### config.mk
export PLATFORM = sky130hd
export DESIGN_NAME = ps2_mouse_packet_cursor_tracker
export DESIGN_NICKNAME = d
export VERILOG_FILES = /design/src/rtl/ps2mt_pkg.sv /design/src/rtl/ps2mt_front.sv /design/src/rtl/ps2mt_queue.sv /design/src/rtl/ps2mt_back.sv /design/src/rtl/ps2_mouse_packet_cursor_tracker.sv
export SDC_FILE = /design/constraint.sdc
export NUM_CORES = 1
export LEC_CHECK = 0
export BUFFER_PORTS_ARGS = -buffer_cell sky130_fd_sc_hd__buf_4
export CAP_MARGIN = 40
export CORE_UTILIZATION = 50
export CTS_BUF_LIST = sky130_fd_sc_hd__clkbuf_8
export DETAILED_ROUTE_END_ITERATION = 10
export GPL_TIMING_DRIVEN = 0
export PLACE_DENSITY = 0.68
export SETUP_SLACK_MARGIN = 0.15
export SLEW_MARGIN = 5
export SYNTH_ARGS = -nofsm -noshare
export SYNTH_HDL_FRONTEND = slang
export SYNTH_SLANG_ARGS = --single-unit
### constraint.sdc
create_clock -name clk -period 7.2 [get_ports clk]
set_clock_uncertainty 0.15 [all_clocks]
set_input_delay 1.44 -clock clk [delete_from_list [all_inputs] [get_ports clk]]
set_output_delay 1.44 -clock clk [all_outputs]
set_load 0.03 [all_outputs]
### src/rtl/ps2mt_pkg.sv
`timescale 1ns / 1ps

package ps2mt_pkg;

    localparam int unsigned CFG_W   = 10;
    localparam int unsigned POS_W   = 10;
    localparam int unsigned COLOR_W = 3;
    localparam int unsigned WIN_W   = 16;
    localparam int unsigned DELTA_W = 9;
    localparam int unsigned MOVE_W  = 12;  // moved cursor, signed
    localparam int unsigned CMP_W   = 18;  // window bounds, signed
    localparam int unsigned OUT_W   = 56;

    localparam int unsigned QUEUE_DEPTH = 2;
    localparam int unsigned QPTR_W      = 1;
    localparam int unsigned QCNT_W      = 2;

    localparam logic [1:0] REG_SCREEN_W = 2'd0;
    localparam logic [1:0] REG_SCREEN_H = 2'd1;
    localparam logic [1:0] REG_WINDOW_W = 2'd2;
    localparam logic [1:0] REG_WINDOW_H = 2'd3;

    localparam logic [CFG_W-1:0] SCREEN_W_RST = 10'd320;
    localparam logic [CFG_W-1:0] SCREEN_H_RST = 10'd200;
    localparam logic [CFG_W-1:0] WINDOW_W_RST = 10'd100;
    localparam logic [CFG_W-1:0] WINDOW_H_RST = 10'd50;

    localparam logic [POS_W-1:0] POS_X_RST = 10'd160;
    localparam logic [POS_W-1:0] POS_Y_RST = 10'd100;
    localparam logic [WIN_W-1:0] WIN_L_RST = 16'd50;
    localparam logic [WIN_W-1:0] WIN_T_RST = 16'd50;

    localparam logic [COLOR_W-1:0] COLOR_INIT   = 3'd1;
    localparam logic [COLOR_W-1:0] COLOR_LEFT   = 3'd4;
    localparam logic [COLOR_W-1:0] COLOR_RIGHT  = 3'd5;
    localparam logic [COLOR_W-1:0] COLOR_MIDDLE = 3'd6;

    // header bits
    localparam int unsigned HDR_LEFT   = 0;
    localparam int unsigned HDR_RIGHT  = 1;
    localparam int unsigned HDR_MIDDLE = 2;
    localparam int unsigned HDR_SYNC   = 3;
    localparam int unsigned HDR_XSIGN  = 4;
    localparam int unsigned HDR_YSIGN  = 5;
    localparam int unsigned HDR_XOVF   = 6;
    localparam int unsigned HDR_YOVF   = 7;

    typedef enum logic [1:0] {
        IDX_HEADER = 2'd0,
        IDX_X      = 2'd1,
        IDX_Y      = 2'd2
    } byte_idx_t;

    typedef enum logic {
        CMD_COLOR = 1'b0,
        CMD_MOVE  = 1'b1
    } cmd_kind_t;

    typedef struct packed {
        cmd_kind_t                  kind;
        logic [COLOR_W-1:0]         color;
        logic signed [DELTA_W-1:0]  dx;
        logic signed [DELTA_W-1:0]  dy;
    } cmd_t;

    typedef struct packed {
        logic [CFG_W-1:0] screen_w;
        logic [CFG_W-1:0] screen_h;
        logic [CFG_W-1:0] window_w;
        logic [CFG_W-1:0] window_h;
    } cfg_t;

endpackage

### src/rtl/ps2mt_front.sv
`timescale 1ns / 1ps

module ps2mt_front
(
    input  logic              clk,
    input  logic              rst_n,
    input  logic              byte_valid,
    input  logic              from_aux,
    input  logic [7:0]        data_byte,
    output logic              cmd_push,
    output ps2mt_pkg::cmd_t   cmd
);

    ps2mt_pkg::byte_idx_t idx_reg, idx_next;
    logic [7:0] header_reg, header_next;
    logic [7:0] x_reg, x_next;

    always_ff @(posedge clk or negedge rst_n)
    begin
        if (!rst_n)
        begin
            idx_reg    <= ps2mt_pkg::IDX_HEADER;
            header_reg <= '0;
            x_reg      <= '0;
        end
        else
        begin
            idx_reg    <= idx_next;
            header_reg <= header_next;
            x_reg      <= x_next;
        end
    end

    always_comb
    begin
        idx_next    = idx_reg;
        header_next = header_reg;
        x_next      = x_reg;
        cmd_push    = 1'b0;
        cmd.kind    = ps2mt_pkg::CMD_MOVE;
        cmd.color   = ps2mt_pkg::COLOR_LEFT;
        cmd.dx      = $signed({header_reg[ps2mt_pkg::HDR_XSIGN], x_reg});
        cmd.dy      = $signed({header_reg[ps2mt_pkg::HDR_YSIGN], data_byte});
        if (byte_valid && from_aux)
        begin
            case (idx_reg)
                ps2mt_pkg::IDX_X:
                begin
                    x_next   = data_byte;
                    idx_next = ps2mt_pkg::IDX_Y;
                end
                ps2mt_pkg::IDX_Y:
                begin
                    idx_next = ps2mt_pkg::IDX_HEADER;
                    // overflow packets are dropped, buttons only recolour
                    if (!(header_reg[ps2mt_pkg::HDR_XOVF] || header_reg[ps2mt_pkg::HDR_YOVF]))
                    begin
                        cmd_push = 1'b1;
                        if (header_reg[ps2mt_pkg::HDR_LEFT])
                        begin
                            cmd.kind  = ps2mt_pkg::CMD_COLOR;
                            cmd.color = ps2mt_pkg::COLOR_LEFT;
                        end
                        else if (header_reg[ps2mt_pkg::HDR_RIGHT])
                        begin
                            cmd.kind  = ps2mt_pkg::CMD_COLOR;
                            cmd.color = ps2mt_pkg::COLOR_RIGHT;
                        end
                        else if (header_reg[ps2mt_pkg::HDR_MIDDLE])
                        begin
                            cmd.kind  = ps2mt_pkg::CMD_COLOR;
                            cmd.color = ps2mt_pkg::COLOR_MIDDLE;
                        end
                    end
                end
                default:
                begin
                    // resync: only a byte with the sync bit starts a packet
                    header_next = data_byte;
                    idx_next    = data_byte[ps2mt_pkg::HDR_SYNC] ? ps2mt_pkg::IDX_X
                                                                 : ps2mt_pkg::IDX_HEADER;
                end
            endcase
        end
    end

endmodule

### src/rtl/ps2mt_queue.sv
`timescale 1ns / 1ps

module ps2mt_queue
(
    input  logic              clk,
    input  logic              rst_n,
    input  logic              push,
    input  ps2mt_pkg::cmd_t   push_cmd,
    output logic              full,
    input  logic              pop,
    output logic              not_empty,
    output ps2mt_pkg::cmd_t   head
);

    ps2mt_pkg::cmd_t slot_reg [ps2mt_pkg::QUEUE_DEPTH];
    logic [ps2mt_pkg::QPTR_W-1:0] wr_ptr_reg, rd_ptr_reg;
    logic [ps2mt_pkg::QCNT_W-1:0] count_reg, count_next;

    assign full      = (count_reg == ps2mt_pkg::QCNT_W'(ps2mt_pkg::QUEUE_DEPTH));
    assign not_empty = (count_reg != '0);
    assign head      = slot_reg[rd_ptr_reg];

    always_comb
    begin
        count_next = count_reg;
        if (push && !pop)
            count_next = count_reg + 1'b1;
        else if (pop && !push)
            count_next = count_reg - 1'b1;
    end

    always_ff @(posedge clk or negedge rst_n)
    begin
        if (!rst_n)
        begin
            wr_ptr_reg <= '0;
            rd_ptr_reg <= '0;
            count_reg  <= '0;
        end
        else
        begin
            count_reg <= count_next;
            if (push)
                wr_ptr_reg <= wr_ptr_reg + 1'b1;
            if (pop)
                rd_ptr_reg <= rd_ptr_reg + 1'b1;
        end
    end

    always_ff @(posedge clk)
    begin
        if (push)
            slot_reg[wr_ptr_reg] <= push_cmd;
    end

`ifndef SYNTHESIS
    a_count_bound: assert property (@(posedge clk) disable iff (!rst_n)
        count_reg <= ps2mt_pkg::QCNT_W'(ps2mt_pkg::QUEUE_DEPTH))
        else $error("queue count beyond depth");
    a_no_overrun: assert property (@(posedge clk) disable iff (!rst_n)
        full |-> !push || pop)
        else $error("request pushed into a full queue");
`endif

endmodule

### src/rtl/ps2mt_back.sv
`timescale 1ns / 1ps

module ps2mt_back
(
    input  logic                             clk,
    input  logic                             rst_n,
    input  ps2mt_pkg::cfg_t                  cfg,
    input  logic                             cmd_valid,
    input  ps2mt_pkg::cmd_t                  cmd,
    output logic                             cmd_pop,
    output logic                             out_valid,
    input  logic                             out_ready,
    output logic [ps2mt_pkg::POS_W-1:0]      out_x,
    output logic [ps2mt_pkg::POS_W-1:0]      out_y,
    output logic [ps2mt_pkg::COLOR_W-1:0]    out_color,
    output logic [ps2mt_pkg::WIN_W-1:0]      out_win_x,
    output logic [ps2mt_pkg::WIN_W-1:0]      out_win_y
);

    logic [ps2mt_pkg::POS_W-1:0]   pos_x_reg, pos_x_next;
    logic [ps2mt_pkg::POS_W-1:0]   pos_y_reg, pos_y_next;
    logic [ps2mt_pkg::COLOR_W-1:0] color_reg, color_next;
    logic [ps2mt_pkg::WIN_W-1:0]   win_l_reg, win_l_next;
    logic [ps2mt_pkg::WIN_W-1:0]   win_t_reg, win_t_next;
    logic                          valid_reg, valid_next;

    logic signed [ps2mt_pkg::MOVE_W-1:0] nx, ny;
    logic signed [ps2mt_pkg::CMP_W-1:0]  nx_w, ny_w, wl, wt, wr, wb;
    logic signed [ps2mt_pkg::CMP_W-1:0]  sw, sh;
    logic                                drag, pop_move;

    assign cmd_pop  = cmd_valid && (!valid_reg || out_ready);
    assign pop_move = cmd_pop && (cmd.kind == ps2mt_pkg::CMD_MOVE);

    always_comb
    begin
        nx   = $signed({2'b00, pos_x_reg}) + ps2mt_pkg::MOVE_W'(cmd.dx);
        ny   = $signed({2'b00, pos_y_reg}) - ps2mt_pkg::MOVE_W'(cmd.dy);
        nx_w = ps2mt_pkg::CMP_W'(nx);
        ny_w = ps2mt_pkg::CMP_W'(ny);
        wl   = ps2mt_pkg::CMP_W'($signed(win_l_reg));
        wt   = ps2mt_pkg::CMP_W'($signed(win_t_reg));
        wr   = wl + $signed({8'd0, cfg.window_w});
        wb   = wt + $signed({8'd0, cfg.window_h});
        sw   = $signed({8'd0, cfg.screen_w});
        sh   = $signed({8'd0, cfg.screen_h});
        // drag only while left-coloured and strictly inside window and screen
        drag = (color_reg == ps2mt_pkg::COLOR_LEFT)
            && (nx_w > wl) && (nx_w < wr) && (ny_w > wt) && (ny_w < wb)
            && (nx_w > 0) && (nx_w < sw) && (ny_w > 0) && (ny_w < sh);

        pos_x_next = pos_x_reg;
        pos_y_next = pos_y_reg;
        color_next = color_reg;
        win_l_next = win_l_reg;
        win_t_next = win_t_reg;
        valid_next = out_ready ? 1'b0 : valid_reg;

        if (cmd_pop)
        begin
            case (cmd.kind)
                ps2mt_pkg::CMD_COLOR:
                    color_next = cmd.color;
                ps2mt_pkg::CMD_MOVE:
                begin
                    valid_next = 1'b1;
                    if (drag)
                    begin
                        win_l_next = win_l_reg + ps2mt_pkg::WIN_W'(cmd.dx);
                        win_t_next = win_t_reg - ps2mt_pkg::WIN_W'(cmd.dy);
                    end
                    if (nx_w < 0)
                        pos_x_next = '0;
                    else if (nx_w > sw)
                        pos_x_next = cfg.screen_w;
                    else
                        pos_x_next = nx[ps2mt_pkg::POS_W-1:0];
                    if (ny_w < 0)
                        pos_y_next = '0;
                    else if (ny_w > sh)
                        pos_y_next = cfg.screen_h;
                    else
                        pos_y_next = ny[ps2mt_pkg::POS_W-1:0];
                end
                default:
                    color_next = color_reg;
            endcase
        end
    end

    always_ff @(posedge clk or negedge rst_n)
    begin
        if (!rst_n)
        begin
            pos_x_reg <= ps2mt_pkg::POS_X_RST;
            pos_y_reg <= ps2mt_pkg::POS_Y_RST;
            color_reg <= ps2mt_pkg::COLOR_INIT;
            win_l_reg <= ps2mt_pkg::WIN_L_RST;
            win_t_reg <= ps2mt_pkg::WIN_T_RST;
            valid_reg <= 1'b0;
        end
        else
        begin
            pos_x_reg <= pos_x_next;
            pos_y_reg <= pos_y_next;
            color_reg <= color_next;
            win_l_reg <= win_l_next;
            win_t_reg <= win_t_next;
            valid_reg <= valid_next;
        end
    end

    assign out_valid = valid_reg;
    assign out_x     = pos_x_reg;
    assign out_y     = pos_y_reg;
    assign out_color = color_reg;
    assign out_win_x = win_l_reg;
    assign out_win_y = win_t_reg;

`ifndef SYNTHESIS
    a_move_reports: assert property (@(posedge clk) disable iff (!rst_n)
        pop_move |=> out_valid)
        else $error("move request gave no result");
    a_colour_taken: assert property (@(posedge clk) disable iff (!rst_n)
        cmd_pop && cmd.kind == ps2mt_pkg::CMD_COLOR |=> color_reg == $past(cmd.color))
        else $error("colour request not applied");
`endif

endmodule

### src/rtl/ps2_mouse_packet_cursor_tracker.sv
`timescale 1ns / 1ps

// ps/2 mouse packet decoder and cursor tracker
// input stream: one controller byte per request, s_tuser marks a mouse-port
// byte; other bytes are taken and ignored. s_tready is low only while the
// two-entry command queue between decoder and cursor unit is full.
// the decoder resyncs on headers with bit 3 set and turns each complete
// packet into a colour request (button pressed) or a move request; packets
// with overflow are dropped.
// output stream: one result per move packet, with cursor, colour and window
// state after the move. the third byte of a packet puts its request into the
// queue at acceptance; its result then goes to m_tdata through the output register.
// throughput: one byte per cycle, sustained; a stalled m_tready holds the
// result and fills the queue, after which s_tready drops.
// reset: cursor 160,100, colour 1, window 50,50, screen 320x200, window
// area 100x50, decoder waiting for a header. the user must write registers through
// cfg_we/cfg_index/cfg_data only while the block is idle; the block does not enforce it.
module ps2_mouse_packet_cursor_tracker
(
    input  logic        clk,
    input  logic        rst_n,
    input  logic        s_tvalid,
    output logic        s_tready,
    input  logic [7:0]  s_tdata,   // data_byte
    input  logic        s_tuser,   // from_aux
    output logic        m_tvalid,
    input  logic        m_tready,
    output logic [55:0] m_tdata,   // cursor_x, cursor_y, cursor_color, window_x, window_y, pad
    input  logic        cfg_we,
    input  logic [1:0]  cfg_index,
    input  logic [9:0]  cfg_data
);

    ps2mt_pkg::cfg_t cfg_reg;
    ps2mt_pkg::cmd_t front_cmd, head_cmd;
    logic            front_push, q_full, q_not_empty, q_pop;

    logic [ps2mt_pkg::POS_W-1:0]   out_x, out_y;
    logic [ps2mt_pkg::COLOR_W-1:0] out_color;
    logic [ps2mt_pkg::WIN_W-1:0]   out_win_x, out_win_y;

    always_ff @(posedge clk or negedge rst_n)
    begin
        if (!rst_n)
        begin
            cfg_reg.screen_w <= ps2mt_pkg::SCREEN_W_RST;
            cfg_reg.screen_h <= ps2mt_pkg::SCREEN_H_RST;
            cfg_reg.window_w <= ps2mt_pkg::WINDOW_W_RST;
            cfg_reg.window_h <= ps2mt_pkg::WINDOW_H_RST;
        end
        else if (cfg_we)
        begin
            case (cfg_index)
                ps2mt_pkg::REG_SCREEN_W: cfg_reg.screen_w <= cfg_data;
                ps2mt_pkg::REG_SCREEN_H: cfg_reg.screen_h <= cfg_data;
                ps2mt_pkg::REG_WINDOW_W: cfg_reg.window_w <= cfg_data;
                ps2mt_pkg::REG_WINDOW_H: cfg_reg.window_h <= cfg_data;
                default:                 cfg_reg <= cfg_reg;
            endcase
        end
    end

    assign s_tready = !q_full;

    ps2mt_front u_front
    (
        .clk        (clk),
        .rst_n      (rst_n),
        .byte_valid (s_tvalid && s_tready),
        .from_aux   (s_tuser),
        .data_byte  (s_tdata),
        .cmd_push   (front_push),
        .cmd        (front_cmd)
    );

    ps2mt_queue u_queue
    (
        .clk       (clk),
        .rst_n     (rst_n),
        .push      (front_push),
        .push_cmd  (front_cmd),
        .full      (q_full),
        .pop       (q_pop),
        .not_empty (q_not_empty),
        .head      (head_cmd)
    );

    ps2mt_back u_back
    (
        .clk       (clk),
        .rst_n     (rst_n),
        .cfg       (cfg_reg),
        .cmd_valid (q_not_empty),
        .cmd       (head_cmd),
        .cmd_pop   (q_pop),
        .out_valid (m_tvalid),
        .out_ready (m_tready),
        .out_x     (out_x),
        .out_y     (out_y),
        .out_color (out_color),
        .out_win_x (out_win_x),
        .out_win_y (out_win_y)
    );

    assign m_tdata = {1'b0, out_win_y, out_win_x, out_color, out_y, out_x};

endmodule
# Word-level counts from Yosys, hierarchy flattened
# Memories as Yosys holds them, arrays and structs flattened.
# Cells that the tools add are included.
# op_classes
n_addsub,10
mul,0
div_mod_pow,0
order_cmp,12
eq_ne,7
n_shift,0
n_mux,22
n_bitwise,2
reduce_logical,32
# ops
op,n
$mux W10,4
$add A16 B11 Y17,2
$lt A12 B17 Y1,2
$gt A12 B16 Y1,2
$gt A12 B1 Y1 const B,2
$gt A12 B11 Y1,2
$lt A12 B1 Y1 const B,2
$lt A12 B11 Y1,2
$mux W4,6
$add A16 B16 Y16,1
$reduce_and A2 Y1,8
$sub A16 B16 Y16,1
$logic_and A1 B1 Y1,13
$add A11 B9 Y12,1
$sub A11 B9 Y12,1
$mux W1,9
$eq A2 B2 Y1 const B,4
$eq A2 B1 Y1 const B,2
$logic_not A1 Y1,4
$mux W2,2
$pmux W2 S2,1
$reduce_bool A2 Y1,2
$eq A3 B3 Y1 const B,1
$reduce_and A3 Y1,1
7 further kinds,10
# totals
regBits,118
latch_bits,0
ramBits,44
mem_bits_ro,0
inputBits,26
word_cells,102
memories,1
# mem_list
memory,words,word_bits,rd,rd_clocked_by_memory_dff,write_ports,line,source
u_queue.slot_reg,2,22,1,0,1,ps2mt_queue.sv:15,ps2mt_pkg::cmd_t slot_reg [ps2mt_pkg::QUEUE_DEPTH];

# Logic depth before layout (Yosys ltp)
# An unclocked memory read counts as a cell.
# logic_depth
word_depth,12
depth_mapped,23

# Cells and area by module
# From an unflattened synthesis, not the netlist that was laid out.
# hier_totals
hier_cells,1187
area_unflattened_um2,12027.8
# modules_own_cells
mod,instances,cells_per_inst,area_each_um2,seq_area_each_um2
ps2mt_back,1,952,7803.7,1416.4
ps2mt_queue,1,84,1780.5,1421.4
ps2_mouse_packet_cursor_tracker,1,91,1632.8,1014.7
ps2mt_front,1,60,810.8,425.4

# Least setup slack after synthesis
# No wires, ideal clock.
# synth_timing
path_kind,reg2reg
start,register u_queue.rd_ptr_reg
end,"register u_back.win_l_reg, in the netlist u_back.out_win_x[0]"
t_arrival_ps,5630
required_ps,6925
path_slack_ps,1294
stages_incl_launch_ff,21
n_path_buf,3
path_cell_list,dfrtp_1 buf_1 clkbuf_1 mux2i_1 inv_1 ha_1 a21o_1 nand4_1 a211o_1 nand3_1 nor3b_1 ha_1 a21o_1 a211oi_1 mux2i_1 nor4_1 o2111ai_1 nor4_4 nand2_2 buf_12 mux2_4
# synth_via
elab_chain_cells,12
elab_cells_between_ends,21
cone_classes,3 x add/sub; 8 x order compare; 9 x reduce/logical; 1 x memory
# synth_rtl
item,line,source
from (decl),ps2mt_queue.sv:16,"logic [ps2mt_pkg::QPTR_W-1:0] wr_ptr_reg, rd_ptr_reg;"
from (signal assigned),ps2mt_queue.sv:46,rd_ptr_reg <= rd_ptr_reg + 1'b1;
$mem_v2 Z2 W22 *,-,
$add A11 B9 Y12,ps2mt_back.sv:37,"nx = $signed({2'b00, pos_x_reg}) + ps2mt_pkg::MOVE_W'(cmd.dx);"
$gt A12 B16 Y1,ps2mt_back.sv:49,&& (nx_w > wl) && (nx_w < wr) && (ny_w > wt) && (ny_w < wb)
$logic_and A1 B1 Y1 (4 in series),ps2mt_back.sv:49,
$logic_and A1 B1 Y1 (4 in series),ps2mt_back.sv:50,&& (nx_w > 0) && (nx_w < sw) && (ny_w > 0) && (ny_w < sh);
$reduce_and A3 Y1 (no line),-,
to (signal assigned),ps2mt_back.sv:98,win_l_reg <= ps2mt_pkg::WIN_L_RST;
to (signal assigned),ps2mt_back.sv:107,win_l_reg <= win_l_next;
to (decl),ps2mt_back.sv:23,"logic [ps2mt_pkg::WIN_W-1:0] win_l_reg, win_l_next;"
# Every way passes the cells marked *; elsewhere a longest branch is shown, timed or not.
# A chain may end at the register's enable or synchronous reset.

# Final worst setup path
# layout_timing
start,register u_queue.rd_ptr_reg
end,"register u_back.win_l_reg, in the netlist u_back.out_win_x[3]"
# Same word-level chain as after synthesis.

==> results_dict.tcl <==
set metrics [dict create \
    globalRoute.totalOverflow 0 \
    pwr-share-seq_pct 24.1 \
    synth_top_cell_by_area "dfrtp_1" \
    holdCritStartpoint "u_front.x_reg[1]" \
    die_w_um 156.1 \
    post-route-min-period_ns 6.508 \
    yosysSeqAreaShare_pct 35.53 \
    synth_seq_cells 159 \
    die-area_um2 24360 \
    vias_per_cell 5.585 \
    place.port_buffers 82 \
    synth.area.top_cells "dfrtp_1 (20%), ha_1 (17%), edfxtp_1 (11%), mux2_2 (5.2%), dfstp_2 (5.1%)" \
    grt_start_max_net_pins 84 \
    finalPower_uw 5381 \
    status "finished, final reports clean" \
    netSwitchingFraction_pct 47.05 \
    finalSetupViolCount 0 \
    insertion_delay_ns 0.46 \
    hold-path-cell-count 0 \
    cts_setup_buffers 0 \
    yosysWarnings 0 \
    hold_class "flip-flop to flip-flop" \
    gp_congestion 0.8957 \
    switchingPower_uw 2532 \
    rsz0062_at_grt "false" \
    grt.total_usage_pct 24.48 \
    antenna_left 0 \
    cp_data_required_time_ns 7.40 \
    synth_ff_type "dfrtp_1" \
    cts_tree "built" \
    reg2reg_depth 22 \
    io_pins 84 \
    worstMarginPinSlew_ns 0.8521 \
    min_delay_worst_endpoint "u_queue.slot_reg[0][10]" \
    ir_drop_uv 217.4 \
    drv_cap 0 \
    utilization_pct 57.21 \
    path_cells "buf_1 -> clkbuf_2 -> mux2i_1 -> ha_1 -> a21oi_1 -> nand2_1 -> o21ai_1 -> nand2b_1 -> a21oi_1 -> and2_1 -> nor2_1 -> buf_4 -> ha_1 -> a21oi_1 -> o21ai_0 -> a2111oi_0 -> a211oi_1 -> or3b_4 -> nor4_4 -> nand2_2 -> buf_12 -> mux2_4" \
    clock-root-buffer "clkbuf_8" \
    syn_area_per_cell_um2 9.975 \
    crit_slowest_cell "mux2i_1" \
    drt_wl_total_um 28700 \
    nNetsFinal 1490 \
    area_growth_syn_to_layout_pct 12.80 \
    cellPowerDensity_nw_per_um2 401.9 \
    first_pass_iters 4 \
    grt_first_pass_wirelength_um 45850 \
    drive_gt1_share_pct 18.08 \
    p_clk_share_pct 12.3 \
    yosysMostFrequentCell "ha_1" \
    antenna_found_initial 0 \
    ctsLongestPathBuffers 2 \
    async_flop_share_pct 73.58 \
    first_global_vias 8807 \
    intPower_uw 2849 \
    die_h_um 156.1 \
    critPathKind "flip-flop to flip-flop" \
    fill_cells 2087 \
    cts_buffers 17 \
    crit_fanout 11 \
    r2r-start "u_queue.rd_ptr_reg" \
    hpwl_um 22770 \
    p_leak_uw 0.006213 \
    cts.sinks 159 \
    clk_pin_slew_ns 0.10 \
    r2r-end "u_back.out_win_x[3]" \
    avgRoutedWirePerCell_um 17.61 \
    worst_setup_path_start_kind "flip-flop" \
    cp_data_arrival_time_ns 6.71 \
    postCtsHoldBufs 0 \
    synth-edff-count 42 \
    drtIter0Drc 607 \
    max_stage_delay_ns 0.52 \
    slew-limit-headroom_pct 41.73 \
    initial_core_util_pct 50.72 \
    syn-cell-area_um2 11870 \
    min_period_over_period_pct 90.39 \
    synth_cell_type_count 75 \
    end_kind "flip-flop" \
    cts_resized 0 \
    rrSetupSlack_ns 0.69 \
    route.vias.total 9103 \
    synth_nets 1382 \
    synth_common_cells "ha_1 (160), dfrtp_1 (94), inv_1 (94)" \
    fp-row-count 56 \
    route.detailed.drc 0 \
    syn_inst 1190 \
    antenna_cells 0 \
    htreeDepth 4 \
    crit_top_cell "a21oi_1" \
    core_um2 23400 \
    slew_violations 0 \
    finalHoldViolations 0 \
    synth_top_area_share_pct 19.82 \
    max_clock_freq_mhz 153.7 \
    largest_reg_flops 42 \
    pwr-share-comb_pct 63.6 \
]
==> area by class of cell <==
type,count,area (µm²),area share [%]
multi-input cells,915,7189,53.70
flip-flops and latches,159,4218,31.50
plain buffers,21,118.9,0.8878
inverters,95,356.6,2.663
clock inverters,15,152.6,1.140
clock buffers,17,234.0,1.747
repair buffers,89,720.7,5.383
well taps,319,399.1,2.981
==> per-stage QoR <==
step / cells / setup TNS, ns / hold WS (ns) / worst slack, ns / instance area [µm²]
final: 1630 / 0 / 0.3221 / 0.6921 / 13390
after global routing: 1630 / 0 / 0.3367 / 0.2664 / 13390
after detailed placement: 1598 / 0 / 0.3024 / 0.4456 / 13000
after floorplan: 1190 / 0 / 0.2866 / 1.294 / 11870
after CTS: 1630 / 0 / 0.3238 / 0.4170 / 13390
after global placement: 1591 / -6.392 / 0.2947 / -0.3386 / 12880
==> power by group through the flow <==
stage / logic, µW / registers, µW / clock network (µW)
final: 3420 / 1300 / 663
after global routing: 3830 / 1320 / 719
after CTS: 3400 / 1300 / 679
after detailed placement: 3370 / 1320 / 0
after global placement: 3270 / 1310 / 0
after floorplan: 2440 / 1380 / 0
==> worst max path at each step <==
stage	startpoint	endpoint	slack [ns]
global placement	u_queue.rd_ptr_reg	u_back.out_win_x[3]	-0.34
floorplan	u_queue.rd_ptr_reg	u_back.out_win_x[0]	1.29
CTS	u_queue.rd_ptr_reg	u_back.out_win_y[3]	0.42
finish	u_queue.rd_ptr_reg	u_back.out_win_x[3]	0.69
detailed placement	u_queue.rd_ptr_reg	u_back.out_win_x[3]	0.45
global route	u_queue.rd_ptr_reg	u_back.out_win_x[8]	0.27
==> worst max-delay path, delay by kind of cell, from the launching register on <==
kind	cells	cell delay, ns
buffers and inverters	4	1.37
flip-flops	1	0.46
AO/OA/AOI/OAI	7	1.44
AND/OR/NAND/NOR	7	1.53
multiplexers	2	0.82
adder cells (fa/ha/maj)	2	0.62
==> routing by layer <==
metal / vias to the layer above / routed length (µm) / GRT usage, %
met2: 187 / 13560 / 40.16
met3: 30 / 1275 / 4.111
met4: 0 / 522 / 7.563
li1: 4537 / - / -
met1: 4349 / 13340 / 32.91
met5: - / 0 / 0
==> cell families after synthesis <==
family | after synthesis | synth area share [%]
simple gates | 304 | 13.15
fa+ha+maj | 166 | 17.88
xor+xnor | 62 | 4.575
buf+inv | 116 | 3.995
mux | 120 | 11.00
compound gates | 262 | 13.83
other cells | 1 | 0.03159
flops | 159 | 35.53
==> cells in the final DEF, fill, tap and decap left out, drive strengths merged, types with 15 or more instances in the layout <==
cell type  count
mux2i         57
xnor2         38
nand3         25
a21o          22
nor3          23
clkbuf        29
a211oi        16
a21oi         75
inv          102
nand2         84
nor2          61
mux2          63
nor2b         19
nand2b        17
ha           160
dfrtp         94
o21ai         81
dfstp         23
edfxtp        42
nand4         15
xor2          24
buf           98
(Power assumes the default switching activity.)
